--- src/dmcc_pkg.sv ---
// Shared codes and types for the direct-mapped cache controller.
// Command and result codes, stream widths, the access size limit and the stage-one operation type.
// No dependencies.
package dmcc_pkg;

	// Command codes carried on the slave tuser
	localparam logic [1:0] CMD_READ   = 2'd0;
	localparam logic [1:0] CMD_WRITE  = 2'd1;
	localparam logic [1:0] CMD_FILL   = 2'd2;
	localparam logic [1:0] CMD_UNUSED = 2'd3;

	// Result kinds carried on the master tuser
	localparam logic [1:0] KIND_DATA   = 2'd0;
	localparam logic [1:0] KIND_REQ    = 2'd1;
	localparam logic [1:0] KIND_WRITE  = 2'd2;
	localparam logic [1:0] KIND_REJECT = 2'd3;

	// Stream widths
	localparam int S_TDATA_W = 72;
	localparam int M_TDATA_W = 72;
	localparam int TUSER_W   = 2;

	// Access width limit in bytes
	localparam logic [2:0] MAX_SIZE = 3'd4;

	// Work held in stage one
	typedef enum logic [2:0] {
		OP_NONE,
		OP_REJECT,
		OP_WRITE,
		OP_READ,
		OP_FILL_DATA
	} op_t;

endpackage

--- src/dmcc_ram.sv ---
// Simple dual-port RAM: one write port, one registered read port.
// Used for the byte lanes of the line store and for the tag store.
// No dependencies.
module dmcc_ram #(
	parameter int WIDTH = 8,
	parameter int DEPTH = 64
) (
	input  logic                     clk,
	input  logic                     we,
	input  logic [$clog2(DEPTH)-1:0] waddr,
	input  logic [WIDTH-1:0]         wdata,
	input  logic                     re,
	input  logic [$clog2(DEPTH)-1:0] raddr,
	output logic [WIDTH-1:0]         rdata
);

	logic [WIDTH-1:0] mem [DEPTH];
	logic [WIDTH-1:0] rdata_q;

	// Write and read; a read at the written address returns the old word
	always_ff @(posedge clk) begin
		if (we) begin
			mem[waddr] <= wdata;
		end
		if (re) begin
			rdata_q <= mem[raddr];
		end
	end

	assign rdata = rdata_q;

endmodule

--- src/direct_mapped_cache_controller_core.sv ---
// Direct-mapped, write-through, write-allocate cache controller.
// Each item's result is registered in stage one and then in the output register before it reaches the master port.
// Throughput: one item per cycle for hits, writes, fill words and rejections while the master
// port takes results; a read miss holds the input while one request per line word goes out.
// Reset: the line and tag stores are swept to zero after reset, one word per cycle;
// no item is taken during the sweep.
module direct_mapped_cache_controller_core
	import dmcc_pkg::*;
#(
	parameter int LINE_BYTES = 32,
	parameter int LINES      = 8
) (
	input  logic                 clk,
	input  logic                 arst_n,
	input  logic                 s_tvalid,
	output logic                 s_tready,
	// address [31:0], wr_data [63:32], size [66:64], zero fill
	input  logic [S_TDATA_W-1:0] s_tdata,
	// cmd [1:0]
	input  logic [TUSER_W-1:0]   s_tuser,
	output logic                 m_tvalid,
	input  logic                 m_tready,
	// mem_addr [31:0], value [63:32], hit [64], zero fill
	output logic [M_TDATA_W-1:0] m_tdata,
	// kind [1:0]
	output logic [TUSER_W-1:0]   m_tuser,
	output logic                 m_tlast
);

	localparam int OFF_W     = $clog2(LINE_BYTES);
	localparam int IDX_W     = $clog2(LINES);
	localparam int BA_W      = IDX_W + OFF_W;
	localparam int TAG_FULL  = 32 - BA_W;
	localparam int TAG_W     = (TAG_FULL > 24) ? 24 : TAG_FULL;
	localparam int WPL       = LINE_BYTES / 4;
	localparam int CNT_W     = (WPL > 1) ? $clog2(WPL) : 1;
	localparam int MEM_WORDS = LINES * WPL;
	localparam int MEM_AW    = BA_W - 2;

	// Input fields
	logic [1:0]  in_cmd;
	logic [31:0] in_addr;
	logic [31:0] in_wdata;
	logic [2:0]  in_size;

	assign in_cmd   = s_tuser;
	assign in_addr  = s_tdata[31:0];
	assign in_wdata = s_tdata[63:32];
	assign in_size  = s_tdata[66:64];

	// Control state
	logic              clearing_q;
	logic [MEM_AW-1:0] clr_cnt_q;
	logic              fill_pending_q;
	logic [31:0]       pending_addr_q;
	logic [2:0]        pending_size_q;
	logic [CNT_W-1:0]  fill_count_q;

	// Stage one
	logic              valid_s1;
	op_t               op_s1;
	logic [31:0]       addr_s1;
	logic [31:0]       wdata_s1;
	logic [2:0]        size_s1;
	logic [3:0]        fwd_s1;
	logic [CNT_W-1:0]  req_s1;

	// Output register
	logic        out_valid_q;
	logic [1:0]  out_kind_q;
	logic [31:0] out_addr_q;
	logic [31:0] out_value_q;
	logic        out_hit_q;
	logic        out_last_q;

	// Accept-side decode
	logic              accept;
	logic              fill_acc;
	logic              fill_final;
	logic              size_ok;
	logic              rw_ok;
	logic              wr_ok;
	op_t               op_in;
	logic [31:0]       addr_in;
	logic [31:0]       acc_addr;
	logic [OFF_W-1:0]  acc_off;
	logic [IDX_W-1:0]  acc_idx;
	logic [IDX_W-1:0]  in_idx;
	logic [IDX_W-1:0]  p_idx;
	logic [OFF_W-1:0]  fill_off;
	logic [BA_W-1:0]   fill_ba;
	logic [1:0]        lane_i [4];
	logic [OFF_W:0]    lane_p [4];
	logic [BA_W-1:0]   lane_ba [4];

	// Line store lanes
	logic [3:0]             bank_we;
	logic [MEM_AW-1:0]      bank_waddr [4];
	logic [7:0]             bank_wdata [4];
	logic [MEM_AW-1:0]      bank_raddr [4];
	logic [3:0][7:0]        bank_rdata;
	logic [3:0]             fwd_in;

	// Tag store: valid bit above the tag
	logic                   tag_we;
	logic [IDX_W-1:0]       tag_waddr;
	logic [TAG_W:0]         tag_wdata;
	logic [TAG_W:0]         tag_rdata;

	// Stage-one result
	logic              tag_hit;
	logic              read_miss;
	logic              req_last;
	logic              has_result;
	logic              out_free;
	logic              s1_emit;
	logic              s1_done;
	logic [1:0]        res_kind;
	logic [31:0]       res_addr;
	logic [31:0]       res_value;
	logic              res_hit;
	logic              res_last;
	logic [31:0]       rd_value;
	logic [31:0]       wr_value;
	logic [31:0]       line_base;
	logic [1:0]        rd_lane [4];
	logic [OFF_W:0]    rd_pos [4];
	logic [7:0]        rd_byte [4];

	assign accept = s_tvalid && s_tready;

	// Decode the offered item and pick its operation
	always_comb begin
		size_ok    = (in_size != 3'd0) && (in_size <= MAX_SIZE);
		fill_acc   = (in_cmd == CMD_FILL) && fill_pending_q;
		fill_final = fill_acc && (fill_count_q == CNT_W'(WPL - 1));
		rw_ok      = ((in_cmd == CMD_READ) || (in_cmd == CMD_WRITE))
			&& !fill_pending_q && size_ok;
		wr_ok      = rw_ok && (in_cmd == CMD_WRITE);
		priority if (in_cmd == CMD_FILL) begin
			addr_in = fill_pending_q ? pending_addr_q : 32'd0;
			if (!fill_pending_q) begin
				op_in = OP_REJECT;
			end else if (fill_final) begin
				op_in = OP_FILL_DATA;
			end else begin
				op_in = OP_NONE;
			end
		end else if (in_cmd == CMD_UNUSED) begin
			op_in   = OP_REJECT;
			addr_in = 32'd0;
		end else if (!rw_ok) begin
			op_in   = OP_REJECT;
			addr_in = in_addr;
		end else if (in_cmd == CMD_WRITE) begin
			op_in   = OP_WRITE;
			addr_in = in_addr;
		end else begin
			op_in   = OP_READ;
			addr_in = in_addr;
		end
	end

	// Per-lane byte addresses of the access
	assign acc_addr = fill_acc ? pending_addr_q : in_addr;
	assign acc_off  = acc_addr[OFF_W-1:0];
	assign acc_idx  = acc_addr[OFF_W +: IDX_W];
	assign in_idx   = in_addr[OFF_W +: IDX_W];
	assign p_idx    = pending_addr_q[OFF_W +: IDX_W];
	assign fill_off = OFF_W'({fill_count_q, 2'b00});
	assign fill_ba  = {p_idx, fill_off};

	always_comb begin
		for (int b = 0; b < 4; b++) begin
			lane_i[b]     = 2'(b) - acc_off[1:0];
			lane_p[b]     = {1'b0, acc_off} + (OFF_W + 1)'(lane_i[b]);
			lane_ba[b]    = {acc_idx, lane_p[b][OFF_W-1:0]};
			bank_raddr[b] = lane_ba[b][BA_W-1:2];
		end
	end

	// Line store writes: sweep, fill word, or store bytes
	always_comb begin
		for (int b = 0; b < 4; b++) begin
			bank_we[b]    = 1'b0;
			bank_waddr[b] = bank_raddr[b];
			bank_wdata[b] = 8'd0;
			fwd_in[b]     = 1'b0;
			if (clearing_q) begin
				bank_we[b]    = 1'b1;
				bank_waddr[b] = clr_cnt_q;
			end else if (accept && fill_acc) begin
				bank_we[b]    = 1'b1;
				bank_waddr[b] = fill_ba[BA_W-1:2];
				bank_wdata[b] = in_wdata[8*b +: 8];
				fwd_in[b]     = fill_final && (fill_ba[BA_W-1:2] == bank_raddr[b]);
			end else if (accept && wr_ok) begin
				bank_we[b]    = (3'(lane_i[b]) < in_size) && !lane_p[b][OFF_W];
				bank_wdata[b] = in_wdata[{lane_i[b], 3'b000} +: 8];
			end
		end
	end

	// Tag store writes: sweep, write allocate, or completed fill
	always_comb begin
		tag_we    = 1'b0;
		tag_waddr = in_idx;
		tag_wdata = {1'b1, in_addr[BA_W +: TAG_W]};
		if (clearing_q) begin
			tag_we    = {1'b0, clr_cnt_q} < (MEM_AW + 1)'(LINES);
			tag_waddr = clr_cnt_q[IDX_W-1:0];
			tag_wdata = '0;
		end else if (accept && wr_ok) begin
			tag_we = 1'b1;
		end else if (accept && fill_final) begin
			tag_we    = 1'b1;
			tag_waddr = p_idx;
			tag_wdata = {1'b1, pending_addr_q[BA_W +: TAG_W]};
		end
	end

	for (genvar g = 0; g < 4; g++) begin : g_lane
		dmcc_ram #(
			.WIDTH(8),
			.DEPTH(MEM_WORDS)
		) u_lane (
			.clk  (clk),
			.we   (bank_we[g]),
			.waddr(bank_waddr[g]),
			.wdata(bank_wdata[g]),
			.re   (accept),
			.raddr(bank_raddr[g]),
			.rdata(bank_rdata[g])
		);
	end

	dmcc_ram #(
		.WIDTH(TAG_W + 1),
		.DEPTH(LINES)
	) u_tags (
		.clk  (clk),
		.we   (tag_we),
		.waddr(tag_waddr),
		.wdata(tag_wdata),
		.re   (accept),
		.raddr(in_idx),
		.rdata(tag_rdata)
	);

	// Sweep the stores after reset
	always_ff @(posedge clk or negedge arst_n) begin
		if (!arst_n) begin
			clearing_q <= 1'b1;
			clr_cnt_q  <= '0;
		end else if (clearing_q) begin
			clr_cnt_q <= clr_cnt_q + 1'b1;
			if (clr_cnt_q == MEM_AW'(MEM_WORDS - 1)) begin
				clearing_q <= 1'b0;
			end
		end
	end

	// Assemble bytes read from the line, forwarding the final fill word
	always_comb begin
		rd_value = 32'd0;
		wr_value = 32'd0;
		for (int i = 0; i < 4; i++) begin
			rd_lane[i] = addr_s1[1:0] + 2'(i);
			rd_pos[i]  = {1'b0, addr_s1[OFF_W-1:0]} + (OFF_W + 1)'(i);
			rd_byte[i] = fwd_s1[rd_lane[i]] ? wdata_s1[{rd_lane[i], 3'b000} +: 8]
				: bank_rdata[rd_lane[i]];
			if ((3'(i) < size_s1) && !rd_pos[i][OFF_W]) begin
				rd_value[8*i +: 8] = rd_byte[i];
			end
			if (3'(i) < size_s1) begin
				wr_value[8*i +: 8] = wdata_s1[8*i +: 8];
			end
		end
	end

	// Form the result of stage one
	assign tag_hit   = tag_rdata[TAG_W] && (tag_rdata[TAG_W-1:0] == addr_s1[BA_W +: TAG_W]);
	assign read_miss = (op_s1 == OP_READ) && !tag_hit;
	assign req_last  = req_s1 == CNT_W'(WPL - 1);
	assign line_base = {addr_s1[31:OFF_W], {OFF_W{1'b0}}};

	always_comb begin
		has_result = 1'b1;
		res_kind   = KIND_REJECT;
		res_addr   = 32'd0;
		res_value  = 32'd0;
		res_hit    = 1'b0;
		res_last   = 1'b1;
		unique case (op_s1)
			OP_NONE: begin
				has_result = 1'b0;
			end
			OP_REJECT: begin
				res_addr = addr_s1;
			end
			OP_WRITE: begin
				res_kind  = KIND_WRITE;
				res_addr  = addr_s1;
				res_value = wr_value;
				res_hit   = tag_hit;
			end
			OP_READ: begin
				if (tag_hit) begin
					res_kind  = KIND_DATA;
					res_value = rd_value;
					res_hit   = 1'b1;
				end else begin
					res_kind = KIND_REQ;
					res_addr = line_base | {{(30 - CNT_W){1'b0}}, req_s1, 2'b00};
					res_last = req_last;
				end
			end
			OP_FILL_DATA: begin
				res_kind  = KIND_DATA;
				res_value = rd_value;
			end
			default: begin
				has_result = 1'b0;
			end
		endcase
	end

	assign out_free = !out_valid_q || m_tready;
	assign s1_emit  = valid_s1 && has_result && out_free;
	assign s1_done  = valid_s1 && (!has_result || (out_free && (!read_miss || req_last)));
	assign s_tready = !clearing_q && (!valid_s1 || (s1_done && !read_miss));

	// Advance stage one
	always_ff @(posedge clk or negedge arst_n) begin
		if (!arst_n) begin
			valid_s1 <= 1'b0;
			op_s1    <= OP_NONE;
			req_s1   <= '0;
		end else if (accept) begin
			valid_s1 <= 1'b1;
			op_s1    <= op_in;
			req_s1   <= '0;
		end else if (s1_done) begin
			valid_s1 <= 1'b0;
		end else if (s1_emit) begin
			req_s1 <= req_s1 + 1'b1;
		end
	end

	// Hold the item's payload in stage one
	always_ff @(posedge clk) begin
		if (accept) begin
			addr_s1  <= addr_in;
			wdata_s1 <= in_wdata;
			size_s1  <= fill_acc ? pending_size_q : in_size;
			fwd_s1   <= fwd_in;
		end
	end

	// Track the outstanding line fill
	always_ff @(posedge clk or negedge arst_n) begin
		if (!arst_n) begin
			fill_pending_q <= 1'b0;
			pending_addr_q <= 32'd0;
			pending_size_q <= 3'd0;
			fill_count_q   <= '0;
		end else if (s1_done && read_miss) begin
			fill_pending_q <= 1'b1;
			pending_addr_q <= addr_s1;
			pending_size_q <= size_s1;
			fill_count_q   <= '0;
		end else if (accept && fill_final) begin
			fill_pending_q <= 1'b0;
			fill_count_q   <= '0;
		end else if (accept && fill_acc) begin
			fill_count_q <= fill_count_q + 1'b1;
		end
	end

	// Output register: load a result or drop the transferred one
	always_ff @(posedge clk or negedge arst_n) begin
		if (!arst_n) begin
			out_valid_q <= 1'b0;
		end else if (out_free) begin
			out_valid_q <= s1_emit;
		end
	end

	always_ff @(posedge clk) begin
		if (s1_emit) begin
			out_kind_q  <= res_kind;
			out_addr_q  <= res_addr;
			out_value_q <= res_value;
			out_hit_q   <= res_hit;
			out_last_q  <= res_last;
		end
	end

	assign m_tvalid = out_valid_q;
	assign m_tdata  = {{(M_TDATA_W - 65){1'b0}}, out_hit_q, out_value_q, out_addr_q};
	assign m_tuser  = out_kind_q;
	assign m_tlast  = out_last_q;

endmodule

--- config.mk ---
export PLATFORM = sky130hd
export DESIGN_NAME = direct_mapped_cache_controller_core
export DESIGN_NICKNAME = d
export VERILOG_FILES = /design/src/dmcc_pkg.sv /design/src/dmcc_ram.sv /design/src/direct_mapped_cache_controller_core.sv
export SDC_FILE = /design/constraint.sdc
export NUM_CORES = 2
export LEC_CHECK = 0
export BUFFER_PORTS_ARGS = -buffer_cell sky130_fd_sc_hd__buf_2
export CAP_MARGIN = 20
export CORE_MARGIN = 2
export CORE_UTILIZATION = 50
export DETAILED_ROUTE_END_ITERATION = 10
export PLACE_DENSITY = 0.63
export RECOVER_POWER = 100
export SYNTH_ARGS = -nofsm -noshare
export SYNTH_HDL_FRONTEND = slang
export SYNTH_SLANG_ARGS = --single-unit
--- constraint.sdc ---
create_clock -name clk -period 14.4 [get_ports clk]
set_input_delay 0 -clock clk [delete_from_list [all_inputs] [get_ports clk]]
set_output_delay 0 -clock clk [all_outputs]
set_load 0.03 [all_outputs]
### Word-level counts from Yosys, hierarchy flattened

Memories as Yosys holds them, arrays and structs flattened. A register that Yosys moved wholly into a read port is not among the register bits.
Cells that the tools add are included.

* shift-type cells: 8
* equal/unequal tests: 16
* $lt $le $gt $ge: 14
* muxes and demuxes: 111
* bitwise gates (word level): 3
* reductions and logical operators: 60
* add/subtract/negate cells: 17

Operator list (number)
* $shiftx A32 B6 Y8: 8
* $mux W8: 29
* $mux W32: 5
* $pmux W32 S3: 1
* $bmux W8 S2: 4
* $pmux W32 S2: 1
* $mux W24: 2
* $mux W6: 8
* $mux W1: 39
* $mux W3: 13
* $or A32 B5 Y32: 1
* $logic_and A1 B1 Y1: 30
* $mux W25: 1
* $add A5 B2 Y6: 4
* $eq A24 B24 Y1: 1
* $eq A6 B6 Y1: 4
* $logic_not A1 Y1: 14
* $add A5 B2 Y6 const B: 2
* $lt A2 B3 Y1: 4
* $lt A2 B3 Y1 const B: 4
* $eq A3 B3 Y1 const B: 3
* $bmux W1 S2: 4
* $add A3 B1 Y3 const B: 2
* $add A5 B1 Y6 const B: 1
* other kinds (26): 44

* output and inout bits: 77
* memories kept: 5
* bits in registers: 193
* input bits: 78
* RAM bits: 2248
* word-level logic and storage cells: 253

Memories
* g_lane[0].u_lane.mem: words 64, width 8, read ports 1, clocked after memory_dff 1, write ports 1, line dmcc_ram.sv:17 `logic [WIDTH-1:0] mem [DEPTH];`
* g_lane[1].u_lane.mem: words 64, width 8, read ports 1, clocked after memory_dff 1, write ports 1, line dmcc_ram.sv:17
* g_lane[2].u_lane.mem: words 64, width 8, read ports 1, clocked after memory_dff 1, write ports 1, line dmcc_ram.sv:17
* g_lane[3].u_lane.mem: words 64, width 8, read ports 1, clocked after memory_dff 1, write ports 1, line dmcc_ram.sv:17
* u_tags.mem: words 8, width 25, read ports 1, clocked after memory_dff 1, write ports 1, line dmcc_ram.sv:17

### Longest topological paths before layout

* depth after elaboration: 19
* depth in mapped cells: 22
* mapped depth without buffers: 14

### Hierarchy

From an unflattened synthesis, not the netlist that was laid out.

* cells, all modules: 5216
* area total of the unflattened synthesis: 101935.3 um^2

Modules (own cells, without submodules)
* dmcc_ram (g_lane[0].u_lane ...): times used 4, sequential area each 15615.0 um^2, area an instance 20246.9 um^2, cells an instance 940
* direct_mapped_cache_controller_core: times used 1, sequential area each 5526.6 um^2, area an instance 12435.7 um^2, cells an instance 1128
* dmcc_ram (u_tags): times used 1, sequential area each 6756.5 um^2, area an instance 8511.9 um^2, cells an instance 328

### Worst setup path after synthesis

Ideal clock, no wire load.

* path kind: register to register
* start: register fill_pending_q
* end: memory g_lane[2].u_lane.mem[60][0] (netlist: g_lane[2].u_lane.mem[15][0]) (enable)
* data required time: 14.030 ns
* library setup time: 0.370 ns
* stages on the path, launching flop included: 18
* setup slack: 9.364 ns
* period minus slack after synthesis: 5.036 ns
* path buffers: 8
* arrival time: 4.666 ns
* cell sequence: dfrtp_1 -> and3b_1 -> clkbuf_1 -> clkbuf_1 -> nand2_1 -> and2_1 -> clkbuf_1 -> clkinv_1 -> buf_1 -> ha_1 -> ha_1 -> clkbuf_1 -> buf_1 -> buf_2 -> clkbuf_1 -> a21oi_1 -> o311a_1 -> nor2_1

* longest elaborated chain between the ends: 11
* elaborated cells on any way between the ends: 20
* those cells by class: add/sub (2); order compare (1); mux (8); reduce/logical (9)

Ends and longest elaborated chain
* start: declaration: line direct_mapped_cache_controller_core.sv:54 `logic fill_pending_q;`
* start signal: assignment: line direct_mapped_cache_controller_core.sv:363 `fill_pending_q <= 1'b0;`
* start signal: assignment: line direct_mapped_cache_controller_core.sv:368 `fill_pending_q <= 1'b1;`
* start signal: assignment: line direct_mapped_cache_controller_core.sv:373 `fill_pending_q <= 1'b0;`
* $logic_and A1 B1 Y1: line direct_mapped_cache_controller_core.sv:135 `fill_acc = (in_cmd == CMD_FILL) && fill_pending_q;`
* $mux W8: line direct_mapped_cache_controller_core.sv:165 `assign acc_addr = fill_acc ? pending_addr_q : in_addr;`
* $sub A2 B2 Y2: line direct_mapped_cache_controller_core.sv:175 `lane_i[b] = 2'(b) - acc_off[1:0];`
* $add A5 B2 Y6: line direct_mapped_cache_controller_core.sv:176 `lane_p[b] = {1'b0, acc_off} + (OFF_W + 1)'(lane_i[b]);`
* $logic_not A1 Y1: line direct_mapped_cache_controller_core.sv:198 `bank_we[b] = (3'(lane_i[b]) < in_size) && !lane_p[b][OFF_W];`
* $logic_and A1 B1 Y1: line direct_mapped_cache_controller_core.sv:198
* $mux W1: line direct_mapped_cache_controller_core.sv:197 `end else if (accept && wr_ok) begin`
* $mux W1: line direct_mapped_cache_controller_core.sv:192 `end else if (accept && fill_acc) begin`
* $mux W1: line direct_mapped_cache_controller_core.sv:189 `if (clearing_q) begin`
* $mux W1: line dmcc_ram.sv:22 `if (we) begin`
* $mux W1 (not written as such): line dmcc_ram.sv:23 `mem[waddr] <= wdata;`
* end: declaration: line dmcc_ram.sv:17

Several ways; a longest one is shown, not always the timed one.

### Worst setup path in the final report

* start: register fill_pending_q
* end: register g_lane[2].u_lane.rdata_q[0] (read register of g_lane[2].u_lane.mem) (data pin)

* longest elaborated chain between the ends: 4

Ends and longest elaborated chain
* $logic_and A1 B1 Y1 (*): line direct_mapped_cache_controller_core.sv:135
* $mux W8 (*): line direct_mapped_cache_controller_core.sv:165
* $sub A2 B2 Y2: line direct_mapped_cache_controller_core.sv:175
* $add A5 B2 Y6: line direct_mapped_cache_controller_core.sv:176
* end: declaration: line dmcc_ram.sv:18 `logic [WIDTH-1:0] rdata_q;`

Every way passes the cells marked *; elsewhere a longest branch is shown, timed or not.
A chain may end at the register's enable or synchronous reset.

==> flow_summary.json <==
{
  "drive_gt1_share_pct": 13.9,
  "die_w_um": 455,
  "fmax_mhz": 103,
  "r2r_start": "fill_pending_q",
  "vias": 58500,
  "grt_pass1_wl_um": 385000,
  "crit_fanout": 38,
  "numCtsBuffers": 241,
  "rows": 165,
  "postCtsSetupBuffers": 0,
  "synth-async-reset-ratio_pct": 2.16,
  "final_area_um2": 115000,
  "start_kind": "flip-flop",
  "required_ns": 15.08,
  "ff2ff_path_depth": 13,
  "slew_violations": 3096,
  "p_sw_share_pct": 24.2,
  "hold_slack_ns": 0.0980,
  "remaining_drc_errors": 0,
  "setup_viol_count_final": 0,
  "ir_drop_mv": 0.140,
  "synth_seq_cells": 2498,
  "routed_via_density": 6.12,
  "seqPwrFrac_pct": 51.3,
  "period_needed_ns": 9.71,
  "syn_inst": 6389,
  "status": "complete, but fails checks",
  "fin_crit_sh_pct": 67.4,
  "start_util_pct": 50.4,
  "r2r_setup_slack_ns": 4.69,
  "grt_max_degree": 147,
  "cts_htree_levels": 4,
  "drv_cap": 61,
  "dp_hpwl_um": 159000,
  "intPower_mw": 12.3,
  "clock_latency_ns": 0.90,
  "postRouteWirelength_um": 265000,
  "crit_start": "fill_pending_q",
  "p_switching_mw": 3.93,
  "synthTopCellsByCount": "2444 x edfxtp_1, 1190 x nand2_1, 374 x mux4_2, 348 x nor2_1, 305 x nand3_1",
  "n_fill_cell": 15500,
  "area_growth_syn_to_layout_pct": 12.5,
  "power_mw": 16.2,
  "worst_slew_pin_slew_ns": 3.93,
  "io_buffer_count": 142,
  "synth_top_cell_area_share_pct": 72.0,
  "finalClockSkew_ns": 0.0468,
  "io_pins": 155,
  "cts_tree": "built",
  "dieArea_um2": 207000,
  "synth-seq-area-share_pct": 73.3,
  "hold_violations": 0,
  "endpoint": "g_lane[2].u_lane.rdata[0]",
  "grt.total_usage_pct": 25.1,
  "hp-class": "in -> reg",
  "overflow": 0,
  "path_clk_slew_ns": 0.06,
  "clkPwrFrac_pct": 38.8,
  "clock_sinks": 2498,
  "leakage_nw": 40.0,
  "ant_nets": 0,
  "fp.coreArea_um2": 202000,
  "synth_enable_flop_cells": 2444,
  "slew_headroom_pct": -162,
  "grt_antenna_before_repair": 27,
  "worstReg2RegEnd": "g_lane[2].u_lane.rdata[0]",
  "first_iter_violations": 7045,
  "fin_nets": 6750,
  "violations": "max-capacitance violations, max-slew violations",
  "syn-cell-area_um2": 102000,
  "place_congestion": 0.875,
  "crit_type": "reg -> reg",
  "cp.arrival_ns": 10.39,
  "ys_types": 81,
  "dominantRegCellSynth": "edfxtp_1",
  "yosysTopAreaCell": "edfxtp_1",
  "die_h_um": 455,
  "grt_pass1_vias": 56600,
  "synth_most_common_cell": "edfxtp_1",
  "power_frac_comb_pct": 9.9,
  "powerDensity_nw_per_um2": 141,
  "cts_root_buffer": "clkbuf_16",
  "first_pass_iters": 6,
  "yosys_warnings": 0,
  "avgSynthCellArea_um2": 16.0,
  "end_kind": "flip-flop",
  "cts_max_path_buffers": 3,
  "detailed_place.area_um2": 106000,
  "tns_ns": 0,
  "postLayoutCoreUtil_pct": 56.7,
  "synth_area_leaders": "edfxtp_1 72%, mux4_2 8.3%, nand2_1 4.4%, mux2i_1 2.3%, nand3_1 1.5%",
  "rsz0062_at_grt": "false",
  "wire_per_inst_um": 27.8
}
cell usage in the layout, fill, tap and decap left out, types with 33 or more instances in the layout:
master	Yosys	layout
a31oi_1	72	72
o21ai_0	95	96
and3_1	46	46
dlygate4sd3_1	0	132
clkinv_2	0	42
a21oi_1	144	140
nor2b_1	43	43
inv_1	41	41
mux2i_1	235	231
nand2_1	1190	1188
mux4_2	374	374
buf_4	14	65
dfrtp_1	53	53
mux2_2	70	64
nand3_1	305	305
nor2_1	348	345
clkbuf_1	236	215
buf_2	74	39
clkinv_1	2	62
o22ai_1	35	35
a32oi_1	33	33
clkbuf_16	0	247
edfxtp_1	2444	2444
a311oi_1	58	58
worst min path at each step:
stage | from | end | slack (ns) | cells after the start
after floorplan | arst_n | clr_cnt_q[0] | -0.30 | 0
after global placement | arst_n | pending_addr_q[8] | 0.23 | 2
after detailed placement | arst_n | pending_addr_q[8] | 0.23 | 2
after CTS | s_tdata[40] | wdata_s1[8] | 0.008 | 2
after global routing | s_tdata[40] | wdata_s1[8] | 0.08 | 2
final | m_tready | m_tvalid | 0.1 | 4
critical path: stages, from the launching register on:
cell	delay [ns]
dfrtp_1	0.41
and3b_1	0.30
clkbuf_1	1.94
o21ai_4	-0.07
buf_4	0.35
ha_1	0.28
ha_1	1.39
buf_4	0.77
clkbuf_1	2.37
mux4_2	0.62
mux2i_1	0.09
a22oi_1	0.39
nand3_1	0.24
a221oi_1	0.28
metal layers:
metal | vias up | wire (µm) | track usage (%)
met5 | - | 13 | 0
met4 | 2 | 11700 | 10.1
li1 | 25300 | - | -
met1 | 29900 | 107000 | 35.2
met2 | 2744 | 125000 | 39.5
met3 | 519 | 21800 | 4.35
per-stage QoR:
| step | cells | setup slack, ns |
|---|---|---|
| after detailed placement | 8948 | 7.53 |
| final | 9553 | 4.69 |
| after CTS | 9527 | 7.67 |
| after global routing | 9543 | 3.84 |
| after floorplan | 6395 | 9.36 |
| after global placement | 8948 | 7.72 |
cell type report:
| cell class | count | area, µm² | share of cell area [%] |
|---|---|---|---|
| Antenna cell | 19 | 47.5 | 0.0415 |
| Inverter | 45 | 175 | 0.153 |
| Clock inverter | 143 | 1420 | 1.24 |
| Multi-Input combinational cell | 3464 | 25700 | 22.4 |
| Clock buffer | 304 | 6460 | 5.64 |
| Sequential cell | 2498 | 74700 | 65.2 |
| Tap cell | 2672 | 3340 | 2.92 |
| Timing Repair Buffer | 408 | 2760 | 2.40 |
cell families after synthesis:
logic type      synth area share, %
xor+xnor                      0.487
flops                          73.3
simple gates                   8.55
compound gates                 4.36
other cells                 0.00368
buf+inv                        1.74
fa+ha+maj                     0.172
mux                            11.4
flip-flops by register name, summed over array words and instances (netlist names), 2 cells and up:
register / count
clr_cnt_q: 6
m_tuser: 2
pending_size_q: 3
out_addr_q: 32
u_tags.rdata: 25
size_s1: 3
wdata_s1: 32
op_s1: 3
addr_s1: 32
out_value_q: 32
u_tags.mem: 200
req_s1: 3
pending_addr_q: 32
fwd_s1: 4
g_lane.u_lane.mem: 2048
g_lane.u_lane.rdata: 32
fill_count_q: 3
power groups by stage:
stage / sequential [mW] / clock [mW] / combinational, mW
CTS: 8.28 / 6.37 / 1.63
global route: 8.32 / 6.65 / 1.70
finish: 8.31 / 6.29 / 1.61
detailed placement: 8.43 / 0 / 1.59
floorplan: 8.52 / 0 / 0.908
global placement: 8.42 / 0 / 1.58
what timing repair did:
item                                   CTS  global route
endpoints found under the hold margin  371             0
hold buffers                           132             0
resized for setup                        0             0
No activity file was read; power rests on OpenSTA's default activity.
